===== src/rtl/core/wsa_pkg.sv =====
// ----------------------------------------------------------------------------
// wsa_pkg
// Shared types and constants of the windowed slot allocator: request and
// status codes, the carry word that travels down the cell chain, the window
// broadcast and the map write port.
// ----------------------------------------------------------------------------
`default_nettype none

package wsa_pkg;

  localparam int WIN_W     = 7;                 // window and slot count width
  localparam int IDX_W     = 6;                 // slot_index / granted_slot width
  localparam int GROUP     = 8;                 // slots held by one cell
  localparam int MAX_SLOTS = (2 ** WIN_W) - 1;  // highest reachable slot count

  typedef logic [WIN_W-1:0] win_idx_t;

  typedef enum logic [0:0] {
    OP_ALLOC = 1'b0,
    OP_FREE  = 1'b1
  } op_t;

  typedef enum logic [1:0] {
    ST_OK   = 2'd0,
    ST_FULL = 2'd1,
    ST_BAD  = 2'd2
  } status_t;

  // Word handed from cell to cell while a request sweeps the map
  typedef struct packed {
    op_t               op;
    logic [IDX_W-1:0]  idx;
    logic              found;   // free hole inside the window seen
    win_idx_t          slot;    // lowest such hole
    logic              hit;     // free target is a live slot
    logic              any;     // a slot stays valid after the free
    win_idx_t          first;   // first remaining valid slot
    win_idx_t          last;    // one past last remaining valid slot
  } carry_t;

  typedef struct packed {
    win_idx_t lo;
    win_idx_t hi;
    win_idx_t count;
  } window_t;

  typedef struct packed {
    logic     clear;
    logic     en;
    logic     set;
    win_idx_t slot;
  } map_wr_t;

endpackage

`default_nettype wire


===== src/rtl/core/wsa_cell.sv =====
// ----------------------------------------------------------------------------
// wsa_cell
// One link of the allocator chain: holds the valid bits of a group of slots,
// folds them into the passing carry word and registers it for the next cell.
// ----------------------------------------------------------------------------
`default_nettype none

module wsa_cell import wsa_pkg::*; #(
  parameter int BASE  = 0,
  parameter int LANES = 8
) (
  input  wire logic    clk,
  input  wire logic    rst,
  input  wire map_wr_t wr,
  input  wire window_t win,
  input  wire logic    cin_valid,
  input  wire carry_t  cin,
  output      logic    cout_valid,
  output      carry_t  cout
);

  logic [LANES-1:0] vbits;
  logic [LANES-1:0] free_w;
  logic [LANES-1:0] tgt;
  logic [LANES-1:0] post;
  carry_t           nxt;

  always_ff @(posedge clk) begin
    if (rst || wr.clear) begin
      vbits <= '0;
    end else if (wr.en) begin
      for (int b = 0; b < LANES; b++) begin
        if (wr.slot == win_idx_t'(BASE + b)) begin
          vbits[b] <= wr.set;
        end
      end
    end
  end

  always_comb begin
    win_idx_t j;
    j = '0;
    for (int b = 0; b < LANES; b++) begin
      j         = win_idx_t'(BASE + b);
      free_w[b] = !vbits[b] && (j >= win.lo) && (j < win.hi);
      tgt[b]    = ({1'b0, cin.idx} == j) && (j < win.count);
      post[b]   = vbits[b] && !((cin.op == OP_FREE) && tgt[b]);
    end
  end

  always_comb begin
    nxt     = cin;
    nxt.hit = cin.hit || ((cin.op == OP_FREE) && |(tgt & vbits));
    // walk downwards so the lowest hole wins
    if (!cin.found) begin
      for (int b = LANES - 1; b >= 0; b--) begin
        if (free_w[b]) begin
          nxt.found = 1'b1;
          nxt.slot  = win_idx_t'(BASE + b);
        end
      end
    end
    if (!cin.any) begin
      for (int b = LANES - 1; b >= 0; b--) begin
        if (post[b]) begin
          nxt.first = win_idx_t'(BASE + b);
        end
      end
    end
    for (int b = 0; b < LANES; b++) begin
      if (post[b]) begin
        nxt.last = win_idx_t'(BASE + b + 1);
      end
    end
    if (|post) begin
      nxt.any = 1'b1;
    end
  end

  always_ff @(posedge clk) begin
    if (rst) begin
      cout_valid <= 1'b0;
    end else begin
      cout_valid <= cin_valid;
    end
  end

  always_ff @(posedge clk) begin
    if (cin_valid) begin
      cout <= nxt;
    end
  end

endmodule

`default_nettype wire


===== src/rtl/core/windowed_slot_allocator_core.sv =====
// From acceptance, a request passes the cell registers in order, then its result is registered.
// Only one request is in flight: a new word is taken only after the last result commits; the request walks the
//   cell chain one cell of eight slots per cycle, then updates map and window.
// Reset (rst, synchronous): map and window cleared, slot count min(SLOTS,64), no result.
// ----------------------------------------------------------------------------
// windowed_slot_allocator_core
// Slot allocator over a valid map with a live window; allocate and free
// requests sweep a chain of map cells and commit at the end of the chain.
// ----------------------------------------------------------------------------
`default_nettype none

module windowed_slot_allocator_core import wsa_pkg::*; #(
  parameter int SLOTS = 64
) (
  input  wire logic             clk,
  input  wire logic             rst,
  input  wire logic             cfg_valid,
  output      logic             cfg_ready,
  input  wire logic [WIN_W-1:0] slot_count,
  input  wire logic             in_valid,
  output      logic             in_stall,
  input  wire logic             operation,
  input  wire logic [IDX_W-1:0] slot_index,
  output      logic             out_valid,
  input  wire logic             out_stall,
  output      logic [1:0]       status,
  output      logic [IDX_W-1:0] granted_slot,
  output      logic [WIN_W-1:0] window_start,
  output      logic [WIN_W-1:0] window_end
);

  localparam int       CELLS       = (SLOTS < MAX_SLOTS) ? SLOTS : MAX_SLOTS;
  localparam int       NCELL       = (CELLS + GROUP - 1) / GROUP;
  localparam win_idx_t CAP         = win_idx_t'(CELLS);
  localparam win_idx_t RESET_COUNT = win_idx_t'((SLOTS < 64) ? SLOTS : 64);

  logic       busy;
  logic       fin_valid;
  win_idx_t   lo;
  win_idx_t   hi;
  win_idx_t   slots_used;
  win_idx_t   lo_next;
  win_idx_t   hi_next;
  win_idx_t   cnt_next;
  win_idx_t   grant;
  status_t    res_status;
  logic       in_acc;
  logic       cfg_acc;
  logic       finish;
  map_wr_t    wr;
  window_t    win;
  carry_t     fin;

  logic [NCELL:0] link_valid;
  carry_t         link [NCELL+1];

  assign in_stall  = busy;
  assign cfg_ready = !busy;
  assign in_acc    = in_valid && !in_stall;
  assign cfg_acc   = cfg_valid && cfg_ready;
  assign finish    = fin_valid && (!out_valid || !out_stall);

  assign win = '{lo: lo, hi: hi, count: slots_used};

  // launch word: request plus empty search results
  assign link_valid[0] = in_acc;
  always_comb begin
    link[0]       = '0;
    link[0].op    = op_t'(operation);
    link[0].idx   = slot_index;
  end

  for (genvar k = 0; k < NCELL; k++) begin : g_cell
    localparam int BASE  = k * GROUP;
    localparam int LANES = ((CELLS - BASE) < GROUP) ? (CELLS - BASE) : GROUP;

    wsa_cell #(
      .BASE  (BASE),
      .LANES (LANES)
    ) u_cell (
      .clk        (clk),
      .rst        (rst),
      .wr         (wr),
      .win        (win),
      .cin_valid  (link_valid[k]),
      .cin        (link[k]),
      .cout_valid (link_valid[k+1]),
      .cout       (link[k+1])
    );
  end

  // last cell holds its word until the result is committed
  assign fin = link[NCELL];

  always_comb begin
    lo_next    = lo;
    hi_next    = hi;
    grant      = '0;
    res_status = ST_OK;
    wr         = '0;
    wr.clear   = cfg_acc;
    case (fin.op)
      OP_ALLOC: begin
        if (fin.found) begin
          grant = fin.slot;
        end else if (lo != '0) begin
          lo_next = lo - 1'b1;
          grant   = lo_next;
        end else if (hi < slots_used) begin
          grant   = hi;
          hi_next = hi + 1'b1;
        end else begin
          res_status = ST_FULL;
        end
        wr.en   = finish && (res_status == ST_OK);
        wr.set  = 1'b1;
        wr.slot = grant;
      end
      OP_FREE: begin
        if (fin.hit) begin
          lo_next = fin.any ? fin.first : '0;
          hi_next = fin.any ? fin.last : '0;
        end else begin
          res_status = ST_BAD;
        end
        wr.en   = finish && fin.hit;
        wr.set  = 1'b0;
        wr.slot = {1'b0, fin.idx};
      end
      default: begin
        res_status = ST_BAD;
      end
    endcase
  end

  // clamp the written slot count to [1, CAP]
  always_comb begin
    if (slot_count == '0) begin
      cnt_next = win_idx_t'(1);
    end else if (slot_count > CAP) begin
      cnt_next = CAP;
    end else begin
      cnt_next = slot_count;
    end
  end

  always_ff @(posedge clk) begin
    if (rst) begin
      lo         <= '0;
      hi         <= '0;
      slots_used <= RESET_COUNT;
    end else if (cfg_acc) begin
      lo         <= '0;
      hi         <= '0;
      slots_used <= cnt_next;
    end else if (finish) begin
      lo <= lo_next;
      hi <= hi_next;
    end
  end

  always_ff @(posedge clk) begin
    if (rst) begin
      busy      <= 1'b0;
      fin_valid <= 1'b0;
      out_valid <= 1'b0;
    end else begin
      if (in_acc) begin
        busy <= 1'b1;
      end else if (finish) begin
        busy <= 1'b0;
      end
      if (link_valid[NCELL]) begin
        fin_valid <= 1'b1;
      end else if (finish) begin
        fin_valid <= 1'b0;
      end
      if (finish) begin
        out_valid <= 1'b1;
      end else if (!out_stall) begin
        out_valid <= 1'b0;
      end
    end
  end

  always_ff @(posedge clk) begin
    if (finish) begin
      status       <= res_status;
      granted_slot <= grant[IDX_W-1:0];
      window_start <= lo_next;
      window_end   <= hi_next;
    end
  end

endmodule

`default_nettype wire


===== config.mk =====
export PLATFORM = sky130hd
export DESIGN_NAME = windowed_slot_allocator_core
export DESIGN_NICKNAME = d
export VERILOG_FILES = /design/src/rtl/core/wsa_pkg.sv /design/src/rtl/core/wsa_cell.sv /design/src/rtl/core/windowed_slot_allocator_core.sv
export SDC_FILE = /design/constraint.sdc
export NUM_CORES = 1
export LEC_CHECK = 0
export BUFFER_PORTS_ARGS = -buffer_cell sky130_fd_sc_hd__buf_2
export CORE_MARGIN = 3
export CORE_UTILIZATION = 35
export CTS_BUF_LIST = sky130_fd_sc_hd__clkbuf_16
export DETAILED_ROUTE_END_ITERATION = 16
export GPL_ROUTABILITY_DRIVEN = 0
export HOLD_SLACK_MARGIN = 0.1
export PLACE_DENSITY_LB_ADDON = 0.05
export SLEW_MARGIN = 10
export SYNTH_ARGS = -nofsm -noshare
export SYNTH_HDL_FRONTEND = slang
export SYNTH_SLANG_ARGS = --single-unit

===== constraint.sdc =====
create_clock -name clk -period 3.3 [get_ports clk]
set_clock_uncertainty 0.05 [all_clocks]
set_input_delay 0.825 -clock clk [delete_from_list [all_inputs] [get_ports clk]]
set_output_delay 0.825 -clock clk [all_outputs]
set_load 0.03 [all_outputs]

# [After elaboration in Yosys (flattened, before gate mapping)]
# Cells that the tools add are included.
[classes] muxes=225 bitwise=9 order_cmp=194 addsub=2 reduce_logical=574 eq_ne=127
[op_table] cell="2-to-1 mux 7 bit" count=140
[op_table] cell="< comparator 6 x 7 -> 1 bit, first input constant" count=64
[op_table] cell="logical AND 1 bit" count=333
[op_table] cell="equality test 7 x 6 -> 1 bit, second input constant" count=32
[op_table] cell=">= comparator 6 x 7 -> 1 bit, first input constant" count=32
[op_table] cell="< comparator 5 x 7 -> 1 bit, first input constant" count=32
[op_table] cell="equality test 6 bit, second input constant" count=32
[op_table] cell="OR reduction 8 bit" count=23
[op_table] cell="zero test 1 bit" count=131
[op_table] cell="AND reduction 2 bit" count=64
[op_table] cell="equality test 7 x 5 -> 1 bit, second input constant" count=16
[op_table] cell=">= comparator 5 x 7 -> 1 bit, first input constant" count=16
[op_table] cell="< comparator 4 x 7 -> 1 bit, first input constant" count=16
[op_table] cell="equality test 6 x 5 -> 1 bit, second input constant" count=16
[op_table] cell="2-to-1 mux 4 bit" count=21
[op_table] cell="2-to-1 mux 5 bit" count=14
[op_table] cell="bitwise AND 8 bit" count=8
[op_table] cell="2-to-1 mux 8 bit" count=8
[op_table] cell="equality test 7 x 4 -> 1 bit, second input constant" count=8
[op_table] cell=">= comparator 4 x 7 -> 1 bit, first input constant" count=8
[op_table] cell="< comparator 3 x 7 -> 1 bit, first input constant" count=8
[op_table] cell="equality test 6 x 4 -> 1 bit, second input constant" count=8
[op_table] cell="2-to-1 mux 6 bit" count=7
[op_table] cell="2-to-1 mux 3 bit" count=11
[op_table] cell="31 further kinds" count=83
[totals] ff_bits=363 inputBits=19

# [Depth between registers and ports, before layout]
[depth] depth_word=14 mapped_depth=17 ltp_nobuf=13

# [Cells and area by module]
# From an unflattened synthesis, not the netlist that was laid out.
[hier_totals] hier_cells=2163 area_unflattened_um2=21642.0
[by_module_without_submodules] module="windowed_slot_allocator_core" area_each_um2=2942.8 cells_per_inst=341 n_inst=1 seq_area_each_um2=1141.1
[by_module_without_submodules] module="wsa_cell (g_cell[3].u_cell)" area_each_um2=2368.5 cells_per_inst=225 n_inst=1 seq_area_each_um2=1111.1
[by_module_without_submodules] module="wsa_cell (g_cell[5].u_cell)" area_each_um2=2367.3 cells_per_inst=232 n_inst=1 seq_area_each_um2=1111.1
[by_module_without_submodules] module="wsa_cell (g_cell[0].u_cell)" area_each_um2=2358.5 cells_per_inst=229 n_inst=1 seq_area_each_um2=1111.1
[by_module_without_submodules] module="wsa_cell (g_cell[2].u_cell)" area_each_um2=2351.0 cells_per_inst=226 n_inst=1 seq_area_each_um2=1111.1
[by_module_without_submodules] module="wsa_cell (g_cell[6].u_cell)" area_each_um2=2344.7 cells_per_inst=243 n_inst=1 seq_area_each_um2=1111.1
[by_module_without_submodules] module="wsa_cell (g_cell[7].u_cell)" area_each_um2=2332.2 cells_per_inst=225 n_inst=1 seq_area_each_um2=1111.1
[by_module_without_submodules] module="wsa_cell (g_cell[1].u_cell)" area_each_um2=2289.7 cells_per_inst=221 n_inst=1 seq_area_each_um2=1111.1
[by_module_without_submodules] module="wsa_cell (g_cell[4].u_cell)" area_each_um2=2287.2 cells_per_inst=221 n_inst=1 seq_area_each_um2=1111.1

# [Worst setup path after synthesis]
# Ideal clock, no wire load.
[synth_path] kind="reg-to-reg" from="register slots_used[6]" to="register g_cell[0].u_cell.vbits[0]" stages_incl_launch_ff=17 synth_period_minus_slack_ns=3.588 path_slack_ns=-0.288 n_path_buf=3 t_arrival_ns=3.406 setup_ns=0.132 path_cell_list="dfxtp_1 clkbuf_1 buf_2 inv_1 ha_1 nand2_1 o21a_1 o21ai_1 inv_1 ha_1 and3_1 o311ai_0 nand2_1 nor2_1 clkbuf_1 nand3_1 mux2i_1"
[synth_via] elab_chain_len=9 elab_cells_between_ends=13 classes_between="order compare (1); mux (8); reduce/logical (4)"
[synth_rtl] element="start: declaration" line_no="windowed_slot_allocator_core.sv:41" source="win_idx_t slots_used;"
[synth_rtl] element="start signal: assignment" line_no="windowed_slot_allocator_core.sv:155" source="slots_used <= cnt_next;"
[synth_rtl] element="< comparator 7 bit (*)" line_no="windowed_slot_allocator_core.sv:109" source="end else if (hi < slots_used) begin"
[synth_rtl] element="2-to-1 mux 1 bit" line_no="windowed_slot_allocator_core.sv:109"
[synth_rtl] element="2-to-1 mux 1 bit" line_no="windowed_slot_allocator_core.sv:106" source="end else if (lo != '0) begin"
[synth_rtl] element="2-to-1 mux 1 bit" line_no="windowed_slot_allocator_core.sv:104" source="if (fin.found) begin"
[synth_rtl] element="2-to-1 mux 2 bit" line_no="windowed_slot_allocator_core.sv:102" source="case (fin.op)"
[synth_rtl] element="zero test 2 bit" line_no="windowed_slot_allocator_core.sv:115" source="wr.en = finish && (res_status == ST_OK);"
[synth_rtl] element="logical AND 1 bit" line_no="windowed_slot_allocator_core.sv:115"
[synth_rtl] element="one-hot mux 9 bit (2 select lines) (*)" line_no="windowed_slot_allocator_core.sv:102"
[synth_rtl] element="AND reduction 2 bit (no source line) (*)"
[synth_rtl] element="end signal: indexed assignment" line_no="wsa_cell.sv:34" source="vbits[b] <= wr.set;"
[synth_rtl] element="end: declaration" line_no="wsa_cell.sv:22" source="logic [LANES-1:0] vbits;"
# Mark *: on every way between the ends. The rest lies on a longest branch, timed or not. The select of a mux whose other input is x is not followed.
# A chain may end at the register's enable or synchronous reset.

# [Final worst setup path]
[layout_path] from="register lo[0]" to="register g_cell[6].u_cell.vbits[3]"
[layout_via] elab_chain_len=8 elab_cells_between_ends=12 classes_between="add/sub (1); eq/ne (1); mux (6); reduce/logical (4)"
[layout_rtl] element="start: declaration" line_no="windowed_slot_allocator_core.sv:39" source="win_idx_t lo;"
[layout_rtl] element="start signal: assignment" line_no="windowed_slot_allocator_core.sv:157" source="lo <= lo_next;"
[layout_rtl] element="branches (longest 6 deep; another with subtractor 7 x 1 -> 7 bit)"
[layout_rtl] element="one-hot mux 9 bit (2 select lines) (*)" line_no="windowed_slot_allocator_core.sv:102"
[layout_rtl] element="AND reduction 2 bit (no source line) (*)"
[layout_rtl] element="end signal: indexed assignment" line_no="wsa_cell.sv:34"
[layout_rtl] element="end: declaration" line_no="wsa_cell.sv:22"
# Every way passes the cells marked *. The select of a mux whose other input is x is not followed.

==> flow_metrics.py <==
metrics = {
    "yosys": {
        "synth_top_area_cell": "edfxtp_1",
        "synth-edff-count": 229,
        "synth_cell_types": 87,
        "synth_warnings": 0,
        "yosysSeqAreaShare": 0.481,
        "synth_area_leaders": "edfxtp_1 38%, dfxtp_1 11%, nand2_1 4.5%",
        "syn_inst": 1955,
        "synthFlopType": "edfxtp_1",
        "synth.avg_cell_area_um2": 9.35,
        "syn_nets": 1986,
        "ys_ff_latch": 325,
        "synth_top_area_frac": 0.376,
        "synthArstFlopShare": 0,
        "synth_area_um2": 18300,
    },
    "drt": {
        "drt-total-wl_um": 67700,
        "dr.pass1.iters": 8,
        "post_drt_via_cell_ratio": 5.85,
        "vias": 16220,
        "drt-initial-drc-count": 1607,
        "wl_per_cell_um": 24.4,
        "antenna_left": 0,
        "drc": 0,
    },
    "sta": {
        "fin_crit_ns": 3.12,
        "worst_pin_slew_ns": 0.918,
        "finalSetupViolations": 0,
        "slew_violations": 0,
        "max_freq_mhz": 321,
        "fin_tns_setup_ns": 0,
        "hold_violations": 0,
        "max_slew_margin": 0.372,
        "min_period_over_period": 0.944,
        "rsz0062_at_grt": "no",
    },
    "place": {
        "placed_cells": 2699,
        "portBuffers": 43,
        "placed_area_um2": 19900,
        "place_hpwl_um": 52000,
    },
    "floorplanning": {
        "io_pins": 44,
        "rows": 83,
        "die_area_um2": 55000,
        "start_util": 0.355,
        "die_y_um": 234,
        "coreArea_um2": 51500,
        "die_w_um": 234,
    },
    "power_and_ir_drop": {
        "switchingPower_mw": 2.07,
        "cellPowerDensity_nw_per_um2": 423,
        "seqPwrFrac": 0.495,
        "clkPwrFrac": 0.469,
        "ir_drop_mv": 0.299,
        "p_leak_nw": 8.04,
        "sw_frac_of_total": 0.232,
        "p_int_mw": 6.88,
        "p_comb_frac": 0.035,
        "p_total_mw": 8.96,
    },
    "run_status": {
        "status": "completed",
    },
    "setup_path": {
        "r2r_cells": 11,
        "worstPathArrival_ns": 3.50,
        "path_class": "reg -> reg",
        "worstReg2RegStart": "lo[0]$_SDFFE_PP0P_",
        "end_kind": "flop",
        "r2r_setup_slack_ns": 0.18,
        "critPathRequiredTime_ns": 3.68,
        "worstPathMaxFanout": 12,
        "rr_endpoint": "g_cell[6].u_cell.vbits[3]$_SDFFE_PP0P_",
        "cp-start-kind": "flop",
    },
    "layout": {
        "nets": 2091,
        "layoutNonFillerInstCount": 2771,
        "fin_util": 0.411,
        "diodes": 0,
        "syn2layout_area_growth_pct": 16.0,
        "final_cell_area_um2": 21200,
        "layout-drive-gt1-share": 0.135,
    },
    "worst_hold_path": {
        "hold_end": "fin_valid$_SDFFE_PP0P_",
        "hold_depth": 2,
        "holdCritStartpoint": "g_cell[7].u_cell.cout_valid$_SDFF_PP0_",
        "min_path_type": "reg -> reg",
    },
    "global_routing": {
        "grt_max_degree": 65,
        "grt_pass1_vias": 15361,
        "grt_pass1_wl_um": 100000,
        "antenna_found_initial": 0,
        "grt.total_usage": 0.243,
        "grt_overflow_total": 0,
    },
    "clock_tree": {
        "holdBufCountCts": 0,
        "clkTransAtPathRegs_ns": 0.06,
        "insertion_delay_ns": 0.58,
        "cts_buffer_depth": 3,
        "cts_tree": "built",
        "cts_sinks": 325,
        "cts_buffers": 39,
        "htreeDepth": 2,
        "ctsRootBufferMaster": "clkbuf_16",
    },
    "flow_run": {
        "drv_cap": 0,
    },
}
-- logic make-up after synthesis --
group | Yosys count | synth area share
adders and majority gates | 12 | 0.00822
buffers and inverters | 197 | 0.0428
DFF | 325 | 0.481
xor gates and xnor gates | 2 | 0.000959
AOI/OAI and AO/OA | 594 | 0.218
muxes | 67 | 0.0367
and+or+nand+nor | 758 | 0.212
-- critical path: stages, from the launching register on --
cell      delay, ns
dfxtp_1        0.31
inv_1          0.08
ha_1           0.16
buf_4          0.15
nor3b_1        0.37
nand2_1        0.21
a221oi_1       0.60
a22oi_1        0.30
nor3_1         0.24
buf_4          0.25
nand3_1        0.11
mux2i_1        0.14
-- worst max-delay path by stage --
stage | startpoint | end | slack (ns) | cells after the start
finish | lo[0]$_SDFFE_PP0P_ | g_cell[6].u_cell.vbits[3]$_SDFFE_PP0P_ | 0.18 | 11
global route | slots_used[1]$_SDFFE_PP0P_ | g_cell[6].u_cell.cout[11]$_DFFE_PP_ | 0.003 | 10
CTS | slots_used[1]$_SDFFE_PP0P_ | g_cell[6].u_cell.cout[11]$_DFFE_PP_ | 0.19 | 10
detailed placement | slot_index[3] | g_cell[0].u_cell.cout[7]$_SDFFCE_PP0P_ | 0.14 | 9
global placement | slots_used[1]$_SDFFE_PP0P_ | g_cell[6].u_cell.cout[11]$_DFFE_PP_ | 0.16 | 10
floorplan | slots_used[6]$_SDFFE_PP1P_ | g_cell[5].u_cell.vbits[2]$_SDFFE_PP0P_ | 0.005 | 17
-- synth_stat cells (all sizes together), types with 6 or more instances --
cell and n:
edfxtp 229, nand2 221, nor2 143, o21ai 138, a21oi 134, nand3 125, dfxtp 96, inv 88
clkbuf 85, mux2i 67, nand2b 36, a31oi 35, nor3 33, and2 27, nor2b 27, o21a 27
o31ai 27, buf 23, o211ai 23, a2111oi 20, a21boi 20, a21o 20, or2 20, or3 20
and3 17, nand4 16, a211oi 15, a41oi 13, ha 12, a221oi 11, nor4b 11, a22oi 10
nor4 10, a22o 9, o22a 9, nor3b 8, nor4bb 7, o41ai 7, o21bai 6, o31a 6
or4 6
-- power groups by stage --
| stage | clock, mW | combinational [mW] | sequential [mW] |
|---|---|---|---|
| after floorplan | 0 | 0.170 | 4.51 |
| after global placement | 0 | 0.316 | 4.52 |
| after detailed placement | 0 | 0.316 | 4.52 |
| after CTS | 4.32 | 0.317 | 4.44 |
| after global routing | 4.46 | 0.343 | 4.44 |
| final | 4.21 | 0.318 | 4.44 |
-- per-stage QoR --
stage          hold WS [ns]  setup WS [ns]
2_1_floorplan         0.363        0.00465
3_3_place_gp          0.367          0.158
3_5_place_dp          0.407          0.140
4_1_cts               0.384          0.191
5_1_grt               0.408        0.00339
6_report              0.407          0.184
-- cell type report --
cell class                      count  area (µm²)
Clock buffer                       44        1100
Fill cell                        5102       30300
Sequential cell                   325        8800
Multi-Input combinational cell   1433        8720
Inverter                           89         334
Clock inverter                     28         144
Tap cell                          680         851
Timing Repair Buffer              172        1250
-- cell usage in the layout (no fill, tap or decap), types with 15 or more instances in the layout --
cell / instances
edfxtp_1: 229
nand2_1: 220
nor2_1: 142
o21ai_0: 136
a21oi_1: 133
buf_4: 124
nand3_1: 121
dfxtp_1: 95
inv_1: 93
mux2i_1: 67
clkbuf_16: 44
buf_2: 43
nand2b_1: 36
a31oi_1: 35
nor3_1: 31
nor2b_1: 27
o21a_1: 27
o31ai_1: 27
and2_1: 25
o211ai_1: 23
or2_2: 20
a21boi_0: 20
or3_1: 19
a21o_1: 19
a2111oi_0: 19
and3_1: 17
nand4_1: 16
a211oi_1: 15
-- registers in the layout (all words and copies together) (netlist names) --
signal	flops
g_cell.u_cell.vbits	64
out_valid	1
g_cell.u_cell.cout_valid	8
g_cell.u_cell.cout	207
in_stall	1
status	2
window_end	7
lo	7
slots_used	7
window_start	7
granted_slot	6
fin_valid	1
hi	7
-- repair_timing --
action	in CTS	in global routing
setup buffers	0	0
setup endpoints to repair	0	9
resized for setup	0	2
-- metal layers --
metal	vias up	share of wire	global-route usage
met5	-	0	0
met4	0	0.037	0.0884
met3	152	0.061	0.0369
met2	635	0.46	0.397
met1	7818	0.44	0.329
li1	7615	-	-
(Power assumes the default switching activity.)
